File: src/rtl/dsse_pkg.sv
// Shared widths, register codes and status types for the DoG extremum detector.
`timescale 1ns / 1ps

package dsse_pkg;

  // result position fields
  localparam int ROW_W     = 12;
  localparam int COL_OUT_W = 10;
  // width of the signed-free scratch space used for position arithmetic
  localparam int POS_W     = 13;

  // configuration register widths
  localparam int WIDTH_REG_W  = 11;
  localparam int HEIGHT_REG_W = 13;
  localparam int RADIUS_REG_W = 2;
  localparam int OCTAVE_W     = 3;
  localparam int SCALE_W      = 4;

  localparam int MAX_HEIGHT = 4096;

  // configuration port
  localparam int CFG_IDX_W  = 3;
  localparam int CFG_DATA_W = 13;

  localparam logic [CFG_IDX_W-1:0] CFG_IMAGE_WIDTH   = 3'd0;
  localparam logic [CFG_IDX_W-1:0] CFG_IMAGE_HEIGHT  = 3'd1;
  localparam logic [CFG_IDX_W-1:0] CFG_WINDOW_RADIUS = 3'd2;
  localparam logic [CFG_IDX_W-1:0] CFG_OCTAVE_TAG    = 3'd3;
  localparam logic [CFG_IDX_W-1:0] CFG_SCALE_TAG     = 3'd4;

  localparam logic [WIDTH_REG_W-1:0]  RST_IMAGE_WIDTH   = 11'd1024;
  localparam logic [HEIGHT_REG_W-1:0] RST_IMAGE_HEIGHT  = 13'd768;
  localparam logic [RADIUS_REG_W-1:0] RST_WINDOW_RADIUS = 2'd1;
  localparam logic [OCTAVE_W-1:0]     RST_OCTAVE_TAG    = 3'd0;
  localparam logic [SCALE_W-1:0]      RST_SCALE_TAG     = 4'd1;

  // layer slices inside one packed column element
  localparam int NUM_LAYERS = 3;
  localparam int LYR_BELOW  = 0;
  localparam int LYR_MIDDLE = 1;
  localparam int LYR_ABOVE  = 2;

  // position of a beat: test flag plus window center
  typedef struct packed {
    logic                 test;
    logic [ROW_W-1:0]     row;
    logic [COL_OUT_W-1:0] col;
  } pos_t;

  typedef struct packed {
    logic found;
    logic is_max;
  } det_t;

endpackage

File: src/rtl/dsse_window.sv
// Window column shift registers and parallel strict-extremum compare.
`timescale 1ns / 1ps

module dsse_window #(
  parameter int MAX_RADIUS  = 2,
  parameter int SAMPLE_BITS = 16
) (
  input  logic                                          clk,
  input  logic                                          shift_en,
  input  logic [dsse_pkg::NUM_LAYERS*SAMPLE_BITS-1:0]   col_in [2*MAX_RADIUS+1],
  input  logic [$clog2(MAX_RADIUS+1)-1:0]               r_eff,
  output dsse_pkg::det_t                                det,
  output logic signed [SAMPLE_BITS-1:0]                 center
);

  localparam int NROWS = 2 * MAX_RADIUS + 1;
  localparam int CB    = dsse_pkg::NUM_LAYERS * SAMPLE_BITS;
  localparam int IW    = $clog2(NROWS);
  localparam int SB    = SAMPLE_BITS;

  // win_r[c][d]: c columns back from the newest, d rows back from the newest
  logic [CB-1:0] win_r [NROWS][NROWS];

  logic [IW-1:0]              ctr_idx;
  logic signed [SB-1:0]       ctr_v, q_b, q_m, q_a;
  logic                       in_win, is_ctr;
  logic [NROWS*NROWS-1:0]     min_ok, max_ok;

  always_ff @(posedge clk) begin
    if (shift_en) begin
      win_r[0] <= col_in;
      for (int c = 1; c < NROWS; c++) begin
        win_r[c] <= win_r[c-1];
      end
    end
  end

  always_comb begin
    ctr_idx = IW'(r_eff);
    ctr_v   = win_r[ctr_idx][ctr_idx][dsse_pkg::LYR_MIDDLE*SB +: SB];
    for (int c = 0; c < NROWS; c++) begin
      for (int d = 0; d < NROWS; d++) begin
        q_b    = win_r[c][d][dsse_pkg::LYR_BELOW*SB +: SB];
        q_m    = win_r[c][d][dsse_pkg::LYR_MIDDLE*SB +: SB];
        q_a    = win_r[c][d][dsse_pkg::LYR_ABOVE*SB +: SB];
        in_win = (c <= 2 * int'(r_eff)) && (d <= 2 * int'(r_eff));
        is_ctr = (c == int'(r_eff)) && (d == int'(r_eff));
        // the center is compared against its own below/above samples too
        min_ok[c*NROWS+d] = !in_win ||
                            ((is_ctr || ctr_v < q_m) && ctr_v < q_b && ctr_v < q_a);
        max_ok[c*NROWS+d] = !in_win ||
                            ((is_ctr || ctr_v > q_m) && ctr_v > q_b && ctr_v > q_a);
      end
    end
    det.found  = (&min_ok) || (&max_ok);
    det.is_max = &max_ok;
    center     = ctr_v;
  end

endmodule
File: config.mk
export PLATFORM = sky130hd
export DESIGN_NAME = dsse_window
export DESIGN_NICKNAME = d
export VERILOG_FILES = /design/src/rtl/dsse_pkg.sv /design/src/rtl/dsse_window.sv
export SDC_FILE = /design/constraint.sdc
export NUM_CORES = 2
export LEC_CHECK = 0
export BUFFER_PORTS_ARGS = -buffer_cell sky130_fd_sc_hd__buf_4
export CORE_MARGIN = 2
export CORE_UTILIZATION = 53
export DETAILED_ROUTE_END_ITERATION = 12
export HOLD_SLACK_MARGIN = 0.03
export PLACE_DENSITY = 0.74
export SYNTH_ARGS = -nofsm -noshare
export SYNTH_HDL_FRONTEND = slang
export SYNTH_SLANG_ARGS = --single-unit
export TNS_END_PERCENT = 20
File: constraint.sdc
create_clock -name clk -period 22.7 [get_ports clk]
set_clock_uncertainty 0.15 [all_clocks]
set_input_delay 4.54 -clock clk [delete_from_list [all_inputs] [get_ports clk]]
set_output_delay 4.54 -clock clk [all_outputs]
set_load 0.01 [all_outputs]
Word level (Yosys, flattened, before mapping) --
Memory sizes are Yosys's and may differ from the RTL's. Cells that the tools add are included. W data, S select, Z words.
Word-level totals: word-level logic and storage cells 383, memories kept 1, bits of input ports 244, RAM bits 1200, bits in registers 0
Operators by class: magnitude comparators 156, muxes and demuxes 5, bitwise gates (word level) 1, eq/ne operators 3, reductions and logical operators 217
Memory list:
- win_r | depth 5, bits a word 240, rd ports 6, clocked after Yosys merged registers in 0, write ports 5, line dsse_window.sv:22 | logic [CB-1:0] win_r [NROWS][NROWS];
Operator list (number):
- $gt A16 B16 Y1 | 75
- $lt A16 B16 Y1 | 75
- $bmux W48 S3 | 1
- $logic_and A1 B1 Y1 | 116
- $logic_or A1 B1 Y1 | 83
- $mux W32 | 2
- $reduce_and A25 Y1 | 2
- $logic_not A1 Y1 | 15
- $le A1 B3 Y1 const A | 2
- $le A2 B3 Y1 const A | 2
- $eq A2 B2 Y1 const A | 2
- $ge A4 B4 Y1 const B | 1
- $not A2 Y4 | 1
- $le A3 B3 Y1 const A | 1
- $eq A1 B2 Y1 const A | 1
- $logic_not A2 Y1 | 1
- $mux W1 | 2

Logic depth before layout (Yosys ltp) --
depth after elaboration 11, depth in mapped cells 15

Worst setup path before layout --
No wires, ideal clock.
kind input port to output port, from in r_eff[1], to out det[1] in the netlist's numbering, setup slack 8.552 ns, cell stages on the path 15, arrival 9.458 ns, required time 18.010 ns, cell sequence buf_2 -> buf_4 -> mux4_2 -> inv_1 -> ha_1 -> nand4_1 -> nor4_1 -> nor4_2 -> o311ai_1 -> or4_1 -> or4_1 -> nor4_2 -> nand3_1 -> o31a_1 -> o2bb2ai_2
RTL lines:
- start: declaration | line dsse_window.sv:11 | input logic [$clog2(MAX_RADIUS+1)-1:0] r_eff,
- end: declaration | line dsse_window.sv:12 | output dsse_pkg::det_t det,

==> impl_metrics.csv <==
group,metric,value,unit
yosys,synth_fp_nets,6913,
routing,num_vias,44800,
final_layout,n_fill_cell,9758,
sta,hold_viol,0,
routing,drt_iter0_markers,4069,
worst_setup_path,r2r_setup_slack,21.66,ns
clock_tree,path_clk_slew,0.06,ns
clock_tree,h-tree-depth,4,
floorplanning,die_h,361,µm
worst_setup_path,max_stage_delay,0.69,ns
placed_design,hpwl,126,mm
clock_tree,clockBufferDepth,3,
sta,finalSetupTns,0,ns
pwr,p_per_area,78.8,nW/µm²
routing,ant_nets,0,
worst_setup_path,r2r_end,"win_r[1][213]",
global_routing,track_usage,0.268,
yosys,syn_inst,5469,
final_layout,largest_reg_flops,1200,
worst_setup_path,crit_cells,17,
routing,totalWireLength,174,mm
final_layout,multi_input_comb_area,27000,µm²
global_routing,grt_pass1_wl,265,mm
placed_design,globalplace.congestion,0.940,
final_layout,final_area,76200,µm²
worst_setup_path,crit_chain,"buf_4, mux4_4, buf_4, buf_4, ha_1, nand2_1, nor4_1, buf_4, a2111oi_0, o2111a_1, o311ai_0, or4_1, nor4_2, nand3_1, o31a_1, nor2_1, buf_4",
sta,setup_viol,0,
clock_tree,clk_latency,0.76,ns
final_layout,reg_top3,"win_r x1200",
clock_tree,clock-sinks,1200,
outcome,status,"complete, no violations",
routing,vias_per_cell,5.85,
placed_design,io_buffers,261,
floorplanning,core-area,126000,µm²
routing,firstDrtPassIters,6,
pwr,ir_drop,0.0768,mV
final_layout,final_core_util,0.605,
worst_setup_path,reg2regPathDepth,0,
yosys,yosysWarnings,0,
final_layout,area_delta_synth_final,13.0,%
global_routing,grt_pass1_vias,45800,
sta,worst_pin_slew,1.27,ns
floorplanning,die_x,361,µm
yosys,synth_flop_cell,"edfxtp_1",
pwr,total_power,6000,µW
run,maxCapViolCount,0,
worst_setup_path,worstPathMaxFanout,34,
final_layout,seqCellArea,36000,µm²
worst_setup_path,reg2reg_from,"win_r[0][213]",
yosys,synth_area_per_cell,12.3,µm²
floorplanning,initial_utilization,0.535,
worst_setup_path,criticalPathCategory,"in -> out",
min_path,hp-start,"win_r[3][37]",
worst_setup_path,crit_family,"buffers and inverters",
sta,rsz0062_at_grt,"false",
yosys,synth.yosys.seq_area_share,0.535,
yosys,netlist_area,67400,µm²
sta,fin_crit,15.31,ns
global_routing,grt_antenna_before_repair,6,
clock_tree,postCtsSetupBuffers,0,
global_routing,grt_overflow,0,
clock_tree,ctsRootBufferMaster,"clkbuf_16",
final_layout,drive_above_1_share,0.0930,
worst_setup_path,cp-end-kind,"output pin",
yosys,synth-edff-count,1200,
clock_tree,cts_made_buffers,134,
final_layout,regMostFlops,"win_r",
worst_setup_path,critPathLaunchType,"primary input",
worst_setup_path,required,18.01,ns
yosys,synth-seq-cells,1200,
worst_setup_path,worst-endpoint-arrival,10.62,ns
yosys,ys_async_sr_fraction,0,
placed_design,place_area,71900,µm²
worst_setup_path,crit_top_cell,"buf_4",
worst_setup_path,crit_buf_inv,5,
clock_tree,cts_tree,"done",
worst_setup_path,slowest_stage,"buf_4",
min_path,hold_path_depth,0,
pwr,leakage,0.0351,µW
min_path,hold_end,"win_r[4][37]",
sta,maxSlewHeadroom,0.148,
clock_tree,holdBufCountCts,0,
floorplanning,num_rows,130,
routing,wl_per_cell,22.7,µm
sta,clock.fmax,0.0653,GHz
final_layout,final_cell_mix,"ha_1 (1200), edfxtp_1 (1200), inv_1 (1168)",
floorplanning,die-area,130000,µm²
min_path,min_path_type,"reg -> reg",
sta,hold_ws,0.286,ns
yosys,synth.distinct_cells,77,
routing,drc_errors,0,
sta,period_share,0.675,
sta,maxSlewViolCount,0,
clock_tree,post_cts_resized,0,
final_layout,final_nets,7358,
global_routing,grt_max_degree,176,
floorplanning,io-pin-count,262,
## through the flow
| step | setup WS [ns] | std cells |
|---|---|---|
| after floorplan | 8.55 | 5469 |
| after global placement | 7.53 | 7428 |
| after detailed placement | 7.49 | 7428 |
| after CTS | 7.48 | 7661 |
| after global routing | 7.23 | 7661 |
| final | 7.39 | 7662 |
## cells by family (layout without fill, tap and decap cells)
family,Yosys count,in the layout,synth area share
fa+ha+maj,1200,1200,0.223
compound gates,928,928,0.0881
mux,67,67,0.0132
buf+inv,1173,1715,0.0654
flops,1200,1200,0.535
simple gates,901,901,0.0758
other cells,0,1,0
## cell usage after synthesis (all sizes together), types with 17 or more instances
cell | number | share of area
a2111oi | 32 | 0.0042
a211oi | 38 | 0.0042
a21o | 185 | 0.021
a21oi | 366 | 0.027
a31oi | 22 | 0.0020
and4 | 37 | 0.0048
edfxtp | 1200 | 0.53
ha | 1200 | 0.22
inv | 1169 | 0.065
mux2i | 38 | 0.0056
nand2 | 177 | 0.0099
nand2b | 42 | 0.0039
nand3 | 60 | 0.0045
nand4 | 252 | 0.024
nor2 | 81 | 0.0045
nor2b | 78 | 0.0072
nor3 | 43 | 0.0032
nor4 | 60 | 0.0061
o211ai | 51 | 0.0058
o21a | 47 | 0.0052
o21ai | 95 | 0.0071
or4 | 17 | 0.0019
## layer usage
metal | vias up | GRT usage | share of wire
met3 | 443 | 0.0527 | 0.072
li1 | 21000 | - | -
met5 | - | 0 | 0.00024
met4 | 6 | 0.130 | 0.052
met1 | 21800 | 0.339 | 0.41
met2 | 1608 | 0.442 | 0.47
## worst max path at each step
stage,from,to
after global placement,r_eff[1],det[0]
after floorplan,r_eff[1],det[1]
after CTS,r_eff[1],det[0]
after global routing,r_eff[1],det[0]
final,r_eff[1],det[0]
after detailed placement,r_eff[1],det[0]
## final cells by class
cell class	instances	area share
antenna	1	0.0000328
clock buffer	163	0.0466
clock inverter	70	0.00982
inverter	1169	0.0576
multi-input combinational	3096	0.355
sequential	1200	0.473
tap	1650	0.0271
timing repair buffer	313	0.0313
## where the power goes
| part | total, µW | internal (µW) | switching, µW |
|---|---|---|---|
| clock | 2150 | 1270 | 884 |
| sequential | 2720 | 2620 | 100 |
| combinational | 1130 | 432 | 699 |
(Power assumes the default switching activity.)
