[config.mk]
export PLATFORM = sky130hd
export DESIGN_NAME = dsse_pos_ctr
export DESIGN_NICKNAME = d
export VERILOG_FILES = /design/src/rtl/dsse_pkg.sv /design/src/rtl/dsse_pos_ctr.sv
export SDC_FILE = /design/constraint.sdc
export NUM_CORES = 1
export LEC_CHECK = 0
export CORE_AREA = 4 4 82 84
export CTS_CLUSTER_SIZE = 40
export DETAILED_ROUTE_END_ITERATION = 8
export DIE_AREA = 0 0 86 88
export DONT_BUFFER_PORTS = 1
export GPL_TIMING_DRIVEN = 0
export PLACE_DENSITY_LB_ADDON = 0.25
export SLEW_MARGIN = 0
export SYNTH_ARGS = -nofsm -noshare
export SYNTH_HDL_FRONTEND = slang
export SYNTH_SLANG_ARGS = --single-unit
[constraint.sdc]
create_clock -name clk -period 18.55 [get_ports clk]
set_clock_uncertainty 0.2 [all_clocks]
set_input_delay 5.565 -clock clk [delete_from_list [all_inputs] [get_ports clk]]
set_output_delay 5.565 -clock clk [all_outputs]
set_load 0.01 [all_outputs]
[src/rtl/dsse_pkg.sv]
// Shared widths, register codes and status types for the DoG extremum detector.
`timescale 1ns / 1ps

package dsse_pkg;

  // result position fields
  localparam int ROW_W     = 12;
  localparam int COL_OUT_W = 10;
  // width of the signed-free scratch space used for position arithmetic
  localparam int POS_W     = 13;

  // configuration register widths
  localparam int WIDTH_REG_W  = 11;
  localparam int HEIGHT_REG_W = 13;
  localparam int RADIUS_REG_W = 2;
  localparam int OCTAVE_W     = 3;
  localparam int SCALE_W      = 4;

  localparam int MAX_HEIGHT = 4096;

  // configuration port
  localparam int CFG_IDX_W  = 3;
  localparam int CFG_DATA_W = 13;

  localparam logic [CFG_IDX_W-1:0] CFG_IMAGE_WIDTH   = 3'd0;
  localparam logic [CFG_IDX_W-1:0] CFG_IMAGE_HEIGHT  = 3'd1;
  localparam logic [CFG_IDX_W-1:0] CFG_WINDOW_RADIUS = 3'd2;
  localparam logic [CFG_IDX_W-1:0] CFG_OCTAVE_TAG    = 3'd3;
  localparam logic [CFG_IDX_W-1:0] CFG_SCALE_TAG     = 3'd4;

  localparam logic [WIDTH_REG_W-1:0]  RST_IMAGE_WIDTH   = 11'd1024;
  localparam logic [HEIGHT_REG_W-1:0] RST_IMAGE_HEIGHT  = 13'd768;
  localparam logic [RADIUS_REG_W-1:0] RST_WINDOW_RADIUS = 2'd1;
  localparam logic [OCTAVE_W-1:0]     RST_OCTAVE_TAG    = 3'd0;
  localparam logic [SCALE_W-1:0]      RST_SCALE_TAG     = 4'd1;

  // layer slices inside one packed column element
  localparam int NUM_LAYERS = 3;
  localparam int LYR_BELOW  = 0;
  localparam int LYR_MIDDLE = 1;
  localparam int LYR_ABOVE  = 2;

  // position of a beat: test flag plus window center
  typedef struct packed {
    logic                 test;
    logic [ROW_W-1:0]     row;
    logic [COL_OUT_W-1:0] col;
  } pos_t;

  typedef struct packed {
    logic found;
    logic is_max;
  } det_t;

endpackage

[src/rtl/dsse_pos_ctr.sv]
// Raster position counters, row bank pointer and test decision for each input beat.
`timescale 1ns / 1ps

module dsse_pos_ctr #(
  parameter int MAX_WIDTH  = 1024,
  parameter int MAX_RADIUS = 2
) (
  input  logic                                clk,
  input  logic                                rst_n,
  input  logic                                fire,
  input  logic                                sof,
  input  logic [$clog2(MAX_WIDTH):0]          w_eff,
  input  logic [dsse_pkg::HEIGHT_REG_W-1:0]   h_eff,
  input  logic [$clog2(MAX_RADIUS+1)-1:0]     r_eff,
  output dsse_pkg::pos_t                      cur_pos,
  output logic [$clog2(MAX_WIDTH)-1:0]        cur_col,
  output logic [$clog2(2*MAX_RADIUS+1)-1:0]   cur_slot
);

  localparam int NROWS = 2 * MAX_RADIUS + 1;
  localparam int CW    = $clog2(MAX_WIDTH);
  localparam int SW    = $clog2(NROWS);
  localparam int PW    = dsse_pkg::POS_W;
  localparam int RWD   = dsse_pkg::ROW_W;

  logic [RWD-1:0] row_r, row_nxt, row_cur;
  logic [CW-1:0]  col_r, col_nxt, col_cur;
  logic [SW-1:0]  slot_r, slot_nxt, slot_cur;
  logic [PW-1:0]  row_w, col_w, rad_w, span_w, ctr_row_w, ctr_col_w;

  always_comb begin
    row_cur  = sof ? '0 : row_r;
    col_cur  = sof ? '0 : col_r;
    slot_cur = sof ? '0 : slot_r;

    row_w  = PW'(row_cur);
    col_w  = PW'(col_cur);
    rad_w  = PW'(r_eff);
    span_w = rad_w << 1;

    cur_pos.test = (row_w >= span_w) && (col_w >= span_w) &&
                   (row_w < PW'(h_eff)) && (col_w < PW'(w_eff));
    ctr_row_w   = row_w - rad_w;
    ctr_col_w   = col_w - rad_w;
    cur_pos.row = ctr_row_w[dsse_pkg::ROW_W-1:0];
    cur_pos.col = ctr_col_w[dsse_pkg::COL_OUT_W-1:0];
    cur_col     = col_cur;
    cur_slot    = slot_cur;

    // a counter left beyond a shrunk size wraps on its next advance
    if (col_w + PW'(1) >= PW'(w_eff)) begin
      col_nxt = '0;
      if (row_w + PW'(1) >= PW'(h_eff)) begin
        row_nxt  = '0;
        slot_nxt = '0;
      end else begin
        row_nxt  = row_cur + RWD'(1);
        slot_nxt = (slot_cur == SW'(NROWS - 1)) ? '0 : slot_cur + SW'(1);
      end
    end else begin
      col_nxt  = col_cur + CW'(1);
      row_nxt  = row_cur;
      slot_nxt = slot_cur;
    end
  end

  always_ff @(posedge clk) begin
    if (!rst_n) begin
      row_r  <= '0;
      col_r  <= '0;
      slot_r <= '0;
    end else if (fire) begin
      row_r  <= row_nxt;
      col_r  <= col_nxt;
      slot_r <= slot_nxt;
    end
  end

`ifndef SYNTHESIS
  a_slot_range: assert property (@(posedge clk) disable iff (!rst_n)
    slot_r < SW'(NROWS))
    else $error("row bank pointer out of range");

  a_hold_idle: assert property (@(posedge clk) disable iff (!rst_n)
    !fire |=> ($stable(row_r) && $stable(col_r) && $stable(slot_r)))
    else $error("position moved without an input beat");

  a_origin_bank: assert property (@(posedge clk) disable iff (!rst_n)
    (row_r == '0 && col_r == '0) |-> (slot_r == '0))
    else $error("row bank pointer out of step with row counter");
`endif

endmodule

; Word-level counts from Yosys, hierarchy flattened
; Cells that the tools add are included.
[classes]
n_addsub = 7
order_cmp = 6
n_eq_ne = 1
mux = 9
n_reduce_logical = 3
[op_table]
columns = cell, count
row1 = $mux W12, 3
row2 = $mux W10, 2
row3 = $add A12 B1 Y13 const B, 1
row4 = $ge A13 B13 Y1, 1
row5 = $lt A12 B13 Y1, 1
row6 = $add A12 B1 Y12 const B, 1
row7 = $ge A12 B3 Y1, 1
row8 = $mux W3, 4
row9 = $sub A12 B2 Y12, 1
row10 = $add A10 B1 Y11 const B, 1
row11 = $ge A11 B11 Y1, 1
row12 = $lt A10 B11 Y1, 1
row13 = $add A10 B1 Y10 const B, 1
row14 = $ge A10 B3 Y1, 1
row15 = $sub A10 B2 Y10, 1
row16 = $add A3 B1 Y3 const B, 1
row17 = $eq A3 B3 Y1 const B, 1
row18 = $logic_and A1 B1 Y1, 3
[word_totals]
reg_bits = 25
inputBits = 30
out_inout_bits = 36
word_cells = 29

; Longest topological paths before layout
[depth]
depth_word = 5
mapped_depth = 17
mapped_depth_nobuf = 15

; Worst setup path before layout
; No wires, ideal clock.
[synth_timing]
kind = input to output
startpoint = input port sof
endpoint = output port cur_pos[17] (netlist bit)
t_arrival_ns = 7.989
required_time_ns = 12.785
setup_slack_ns = 4.796
stages = 12
path_buffers = 4
cell_sequence = clkbuf_1 -> buf_1 -> buf_2 -> nor2b_1 -> ha_1 -> nor2b_1 -> or3_1 -> clkbuf_1 -> or2_2 -> o21a_1 -> nor3_1 -> a21oi_1
[synth_rtl]
columns = element, line_no
row1 = "start, declared", dsse_pos_ctr.sv:11  ; input logic sof,
row2 = "end, declared", dsse_pos_ctr.sv:15  ; output dsse_pkg::pos_t cur_pos,

==> metrics.md <==
| Metric | Value |
|---|---|
| Cell variety after synth | 49 |
| Area growth syn-to-layout | 4.478% |
| FMAX | 69.47 MHz |
| Clock net sink count | 25 |
| Routability Congestion | 0.8531 |
| Worst Tran Pin Value | 0.7311 ns |
| Global-route wire length before repair | 13,210 um |
| Hold/Removal Path Class | reg2reg |
| Die Area | 7568 um^2 |
| Worst IR drop on VDD | 0.03449 mV |
| DR iter-0 viols | 107 |
| Max capacitance violation total | 0 |
| Gr usage total | 21.52% |
| Critical path cell sequence | clkbuf_1, buf_1, buf_2, nor2b_1, ha_1, nor2b_1, or3_1, clkbuf_1, or2_2, nor3_1, nor3_1, a21oi_1 |
| H-tree levels | 1 |
| Cells after Synth | 405 |
| Synth top area share | 23.40% |
| Slowest CP cell | buf_1 |
| Die height | 88 um |
| Power per standard cell area | 34.66 nW/um^2 |
| Slew Viols, Final | 0 |
| Vias post-DR | 2,902 |
| Nets | 500 |
| Post-synth top flop | dfxtp_1 |
| Status | finished clean |
| Post-CTS Setup Bufs | 0 |
| Final setup viols | 0 |
| Post-cts sizing count | 0 |
| Post-synthesis cell area | 3102 um^2 |
| Seq/Total Area, Yosys | 16.14% |
| Max stage delay on crit path | 0.49 ns |
| Synth Register Bits | 25 |
| Layout cells sized above 1 | 6.357% |
| Row count | 28 |
| Reg clk slew, reported paths | 0.09 ns |
| Vias in the first global route | 2,737 |
| RSZ-0062 raised after global routing | no |
| Fill count | 611 |
| Synth warn | 0 |
| Avg Cell Area, Syn | 7.659 um^2 |
| GR Util met1 | 26.97% |
| Top Usage Layer GRT | met2 |
| Fin crit period | 14.39 ns |
| Endpoint type of the worst setup path | output port |
| CTS max path bufs | 2 |
| Grt total ovfl | 0 |
| Antenna diodes | 0 |
| Placeable Area | 5921 um^2 |
| Drt first pass iters | 5 |
| Yosys top cell by area | ha_1 |
| Routed length per instance | 16.46 um |
| Initial antenna violation count | 0 |
| Crit-path leading delay family | buffers and inverters |
| # port buffers | 0 |
| WS Path Type | in2out |
| Total detailed-routing wirelength | 7965 um |
| Num CTS Buffers | 3 |
| Met3 usage | 3.010% |
| Clk_lat worst skew | 0.27 ns |
| ANT nets after route | 0 |
| Slew HR | 51.16% |
| Residual DRC | 0 |
| Hold Buf Count CTS | 0 |
| Worst Path Buf+Inv | 4 |
| Drt via density | 5.996 |
| GR Util met2 | 38.19% |
| WP data arrival | 8.63 ns |
| Die X | 86 um |
| CTS root buf | clkbuf_8 |
| Largest net degree at the start of global routing | 14 |
| LEAKAGE | 1.607 nW |
| Ranking of synthesized cells by area | ha_1 (23%), dfxtp_1 (16%), xnor2_1 (5.4%), inv_1 (5.2%), a21oi_1 (4.4%) |
| Io pins | 66 |
| Synthesized Nets | 495 |
| Fin Setup TNS | 0 ns |
| Initial Util | 52.39% |
| Final hold vios | 0 |
| CP required | 12.78 ns |
| Number of synthesized flops with an enable pin | 0 |
| Async set-or-reset flop fraction in the synthesized netlist | 0% |
| TritonCTS clock tree | done |
| CP Max Fanout | 10 |
| Period utilization | 77.60% |
| DP HPWL | 6609 um |
| Final total power | 0.1123 mW |
| Worst Setup Start Kind | primary input |
## placed cells by master, fill, tap and decap left out, types with 3 or more instances in the layout
cell / n
ha_1: 58
inv_1: 43
nand2_1: 35
a21oi_1: 27
dfxtp_1: 25
nand3_1: 23
nor2_1: 21
xnor2_1: 19
nor2b_1: 19
o21ai_0: 16
clkbuf_1: 13
nor3_1: 13
a22o_2: 10
xor2_1: 9
and3_1: 9
nand2b_1: 7
nor4_1: 6
buf_2: 4
nand4_1: 4
o21bai_1: 3
or3_1: 3
o21a_1: 3
a211oi_1: 3
clkbuf_8: 3
## final cells by class
| class | instances | area [um^2] | share of cell area (%) |
|---|---|---|---|
| Tap cell | 75 | 93.84 | 2.896 |
| Buffer | 18 | 80.08 | 2.471 |
| Sequential cell | 25 | 500.5 | 15.44 |
| Clock buffer | 4 | 45.04 | 1.390 |
| Multi-Input combinational cell | 318 | 2356 | 72.70 |
| Inverter | 44 | 165.2 | 5.097 |
## sequential cells by signal (all words and copies together) (netlist names)
name	count
row_r	12
slot_r	3
col_r	10
## worst min-delay path: stages (launching register included)
cell and delay [ns]:
dfxtp_1 0.33, nand2_1 0.06, a21oi_1 0.05
## metal layers
metal	up-vias	share of wire [%]
met2	86	50
met1	1369	43
li1	1437	-
met4	0	1.5
met5	-	0
met3	10	5.5
## metrics by stage
stage	hold WS (ns)	cells	area (um^2)	worst slack [ns]	util [%]
3_3_place_gp	0.2495	480	3196	4.183	53.97
5_1_grt	0.2932	484	3241	3.890	54.73
6_report	0.2814	484	3241	4.155	54.73
2_1_floorplan	0.2406	405	3102	4.797	-
3_5_place_dp	0.2608	480	3196	4.125	53.97
4_1_cts	0.2803	484	3241	4.125	54.73
## synthesized netlist by cell type, types with 7 or more instances
cell type	number
and3_1	9
inv_1	43
nor2_1	21
a21oi_1	27
nand2_1	35
dfxtp_1	25
ha_1	58
a22o_2	10
xnor2_1	19
nor3_1	13
nand2b_1	7
nor2b_1	19
nand3_1	23
xor2_1	9
clkbuf_1	12
o21ai_0	16
## power breakdown
part | switching, mW | internal (mW) | total, mW
clock network | 0.0186 | 0.0154 | 0.0340
logic | 0.0160 | 0.00832 | 0.0243
registers | 0.000187 | 0.0539 | 0.0540
## logic make-up after synthesis
kind of cell    synth area share [%]
xor+xnor                       7.907
buf+inv                        7.906
simple gates                   23.56
compound gates                 19.81
flops                          16.14
fa+ha+maj                      24.69
## path summary, 6_finish.rpt
kind | endpoint | cells after the start | start | slack [ns]
setup / recovery | cur_pos[17] | 12 | sof | 4.16
hold / removal | col_r[8] | 2 | col_r[8] | 0.28
setup reg to reg | row_r[4] | 15 | col_r[1] | 14.51
hold reg to reg | col_r[8] | 2 | col_r[8] | 0.28
Note: power is estimated with default switching activity, not from simulation.
